<file path="config.mk">
export PLATFORM = sky130hd
export DESIGN_NAME = lrc_canvas
export DESIGN_NICKNAME = d
export VERILOG_FILES = /design/src/design/lrc_pkg.sv /design/src/design/lrc_canvas.sv
export SDC_FILE = /design/constraint.sdc
export NUM_CORES = 2
export LEC_CHECK = 0
export BUFFER_PORTS_ARGS = -buffer_cell sky130_fd_sc_hd__buf_2
export CORE_ASPECT_RATIO = 0.5
export CORE_MARGIN = 1.5
export CORE_UTILIZATION = 43
export DETAILED_ROUTE_END_ITERATION = 7
export SETUP_SLACK_MARGIN = 0.05
export SLEW_MARGIN = 10
export SYNTH_ARGS = -nofsm -noshare
export SYNTH_HDL_FRONTEND = slang
export SYNTH_SLANG_ARGS = --single-unit
</file>
<file path="constraint.sdc">
create_clock -name clk -period 2.6 [get_ports clk]
set_input_delay 0.52 -clock clk [delete_from_list [all_inputs] [get_ports clk]]
set_output_delay 0.52 -clock clk [all_outputs]
set_load 0.02 [all_outputs]
</file>
<file path="src/design/lrc_pkg.sv">
// Shared types and command codes for the LED ring canvas renderer.
package lrc_pkg;

    // Command codes.
    localparam logic [2:0] CMD_CLEAR = 3'd0;
    localparam logic [2:0] CMD_FILL  = 3'd1;
    localparam logic [2:0] CMD_SCALE = 3'd2;
    localparam logic [2:0] CMD_POINT = 3'd3;
    localparam logic [2:0] CMD_ARC   = 3'd4;
    localparam logic [2:0] CMD_READ  = 3'd5;

    // One pixel: R in the top channel, then G, B and W.
    typedef logic [63:0] pixel_t;
    typedef logic [15:0] chan_t;

endpackage

</file>
<file path="src/design/lrc_canvas.sv">
// Pixel memory with per-pixel valid bits; a pixel that is not valid reads as zero.
module lrc_canvas #(
    parameter int PIXEL_COUNT = 32
) (
    input  logic                           clk,
    input  logic                           rst_n,
    input  logic                           clear,
    input  logic                           wr_en,
    input  logic [$clog2(PIXEL_COUNT)-1:0] wr_addr,
    input  lrc_pkg::pixel_t                wr_data,
    input  logic [$clog2(PIXEL_COUNT)-1:0] rd_addr,
    output lrc_pkg::pixel_t                rd_data
);
    import lrc_pkg::*;

    pixel_t                   mem [PIXEL_COUNT];
    logic [PIXEL_COUNT-1:0]   valid_reg;
    pixel_t                   rd_q_reg;
    logic                     rd_vld_reg;

    // Valid bits: a clear drops them all at once.
    always_ff @(posedge clk or negedge rst_n)
    begin
        if (!rst_n)
        begin
            valid_reg  <= '0;
            rd_vld_reg <= 1'b0;
        end
        else
        begin
            if (clear)
            begin
                valid_reg <= '0;
            end
            else if (wr_en)
            begin
                valid_reg[wr_addr] <= 1'b1;
            end
            rd_vld_reg <= valid_reg[rd_addr];
        end
    end

    // Storage array with a registered read.
    always_ff @(posedge clk)
    begin
        if (wr_en)
        begin
            mem[wr_addr] <= wr_data;
        end
        rd_q_reg <= mem[rd_addr];
    end

    assign rd_data = rd_vld_reg ? rd_q_reg : '0;

endmodule

</file>
==> flow_metrics.py <==
metrics = {
    "run_status": {
        "status": "finished, final reports clean",
    },
    "sta": {
        "final-setup-viol-count": 0,
        "hold_viol_final": 0,
        "fin_worst_hold_slack_ns": 0.163,
        "fmax_mhz": 403,
        "drv_slew": 0,
        "post-route-period-util_pct": 95.5,
        "finClkSkew_ns": 0.0420,
        "rsz0062_at_grt": "no",
        "slew-limit-headroom_pct": 36.2,
        "worstMarginPinSlew_ns": 0.958,
        "period_minus_slack_ns": 2.48,
    },
    "hold_path": {
        "hold_path.class": "in2reg",
    },
    "clock_tree": {
        "clkTransAtPathRegs_ns": 0.06,
        "cts_root_buf": "clkbuf_16",
        "clk_path_buf_depth": 4,
        "cts_buffers": 198,
        "clk_latency_ns": 0.83,
        "clock_sinks": 2145,
        "htreeDepth": 4,
        "cts_tree": "built",
    },
    "worst_setup_path": {
        "endpoint_kind": "primary output",
        "worstPathMaxFanout": 29,
        "critical_path_class": "reg2out",
        "critPathRequiredTime_ns": 2.08,
        "timing.critical_path.arrival_ns": 1.96,
        "cp-start-kind": "flop",
    },
    "grt": {
        "gr-total-overflow": 0,
        "grt_use_total_pct": 21.9,
        "grt_max_degree": 52,
        "grt_pass1_vias": 41024,
        "antenna_found_initial": 18,
        "grt_pass1_wl_microns": 299000,
    },
    "power_and_ir_drop": {
        "powerDensity_nw_per_um2": 749,
        "power.total_mw": 70.5,
        "power.ir.vdd_worst_uv": 510,
        "leakage_nw": 31.3,
    },
    "floorplanning": {
        "die_area_sq_um": 191000,
        "rows": 112,
        "die_y_microns": 310,
        "die_width_microns": 617,
        "core_sq_um": 187000,
        "initial_core_util_pct": 43.4,
        "io_pins": 142,
    },
    "job": {
        "max-cap-violations": 0,
    },
    "synthesis": {
        "synthesis.nets": 4053,
        "yosysTopAreaCell": "edfxtp_1",
        "synth_top_flop_cell": "edfxtp_1",
        "synth_fa_ha_area_share_pct": 0,
        "synth_edf_count": 2048,
        "synth-warning-count": 0,
        "ys_top_cells_by_area": "edfxtp_1, mux4_2, mux2i_1",
        "async_reset_ff_share_pct": 1.54,
        "ys_top_cells_by_count": "edfxtp_1, mux2i_1, a22oi_1",
        "syn_area_per_cell_sq_um": 20.4,
        "ys_ff_latch": 2145,
        "synth_compound_area_share_pct": 3.90,
        "synth.mux.area_fraction_pct": 13.7,
        "synthXorXnorAreaFrac_pct": 0,
        "postSynthCellCount": 3975,
        "synth_top_family_by_area": "multiplexers",
        "syn_area_sq_um": 81100,
        "synth_cell_types": 38,
        "synth_top_area_share_pct": 75.9,
        "yosysSeqAreaShare_pct": 78.5,
        "yosysMostFrequentCell": "edfxtp_1",
        "yosys.area_share.simple_pct": 2.51,
    },
    "cells_and_area": {
        "nets": 4440,
        "drive_above_1_share_pct": 22.2,
        "syn_to_final_growth_pct": 16.1,
        "largest_reg_flops": 2048,
        "n_fill_cell": 14960,
    },
    "route": {
        "vias": 41129,
        "avgRoutedWirePerCell_microns": 30.0,
        "first_pass_iters": 6,
        "drt_iter0_markers": 4550,
        "via_per_inst": 5.84,
        "drc_errors": 0,
        "finalWirelength_microns": 211000,
        "postRouteAntennaNets": 0,
    },
    "place": {
        "gp_congestion": 0.791,
        "post-dp-hpwl_microns": 120000,
        "io_buffer_count": 141,
    },
}
==> final cells by class <==
cell class              count  area (sq um)  area share (%)
repair buffers            413          4500            4.78
flip-flops and latches   2145         63600            67.6
well taps                2508          3140            3.33
multi-input cells        1604         16600            17.6
diodes                      8          20.0          0.0213
clock inverters           100           892           0.948
clock buffers             259          5370            5.70
==> cells by family after synthesis <==
kind of cell | count (synthesis)
AO/OA/AOI/OAI | 427
buffers and inverters | 226
flip-flops | 2145
multiplexers | 781
AND/OR/NAND/NOR | 396
==> path summary, 6_finish.rpt <==
kind / from / endpoint / slack, ns / cells past startpoint
max: rd_vld_reg / rd_data[48] / 0.12 / 3
min: wr_data[50] / mem[20][50] / 0.16 / 1
max reg2reg: mem[11][4] / rd_q_reg[4] / 0.79 / 4
min reg2reg: valid_reg[20] / valid_reg[20] / 0.50 / 2
max in group asynchronous: rst_n / rd_vld_reg / 1.55 / 2
min in group asynchronous: rst_n / valid_reg[20] / 0.42 / 2
==> layer usage <==
layer  global-route usage [%]  vias up  part of all wire (%)
li1                         -    17213                     -
met5                        0        -                 0.013
met3                     3.30      313                   7.0
met1                     30.7    21998                    42
met2                     36.2     1601                    48
met4                     5.80        4                   2.5
==> cell usage in the layout (no fill, tap or decap), drive strengths merged, types with 15 or more instances in the layout <==
master and instances:
a21oi 18, edfxtp 2048, buf 412, clkinv 74, mux2i 519, dfrtp 33
and2 72, clkbuf 259, nor2b 18, a22o 37, dfxtp 64, nand3 126
nand2 22, a31oi 37, mux4 261, nor2 105, nand4 31, a22oi 327
bufinv 15
==> report_power, final <==
group	switching (mW)	leakage [nW]	internal [mW]	total, mW
Clock	12.4	3.06	16.0	28.4
Sequential	0.214	19.4	38.4	38.6
Combinational	2.20	8.78	1.33	3.53
Total	14.8	31.3	55.7	70.5
==> timing repair <==
item	CTS	global route
buffers inserted	1	0
endpoints found under the hold margin	33	0
cloned	0	0
hold buffers	1	0
resized for setup	2	1
pin swaps	0	0
endpoints found under the setup margin	60	18
==> per-stage QoR <==
| stage | worst slack (ns) | instance area, sq um | util (%) | cells | setup TNS, ns |
|---|---|---|---|---|---|
| after floorplan | -0.617 | 81200 | - | 3975 | -779.40 |
| after global placement | 0.0896 | 87800 | 47.0 | 6668 | 0 |
| after detailed placement | 0.0931 | 87800 | 47.0 | 6668 | 0 |
| after CTS | 0.0524 | 94100 | 50.3 | 7029 | 0 |
| after global routing | 0.0531 | 94100 | 50.3 | 7033 | 0 |
| final | 0.117 | 94100 | 50.4 | 7037 | 0 |
==> critical path: stages (launching register included) <==
cell,delay [ns]
dfrtp_4,0.51
buf_6,0.27
and2_1,0.18
buf_2,0.16
(Power assumes the default switching activity.)
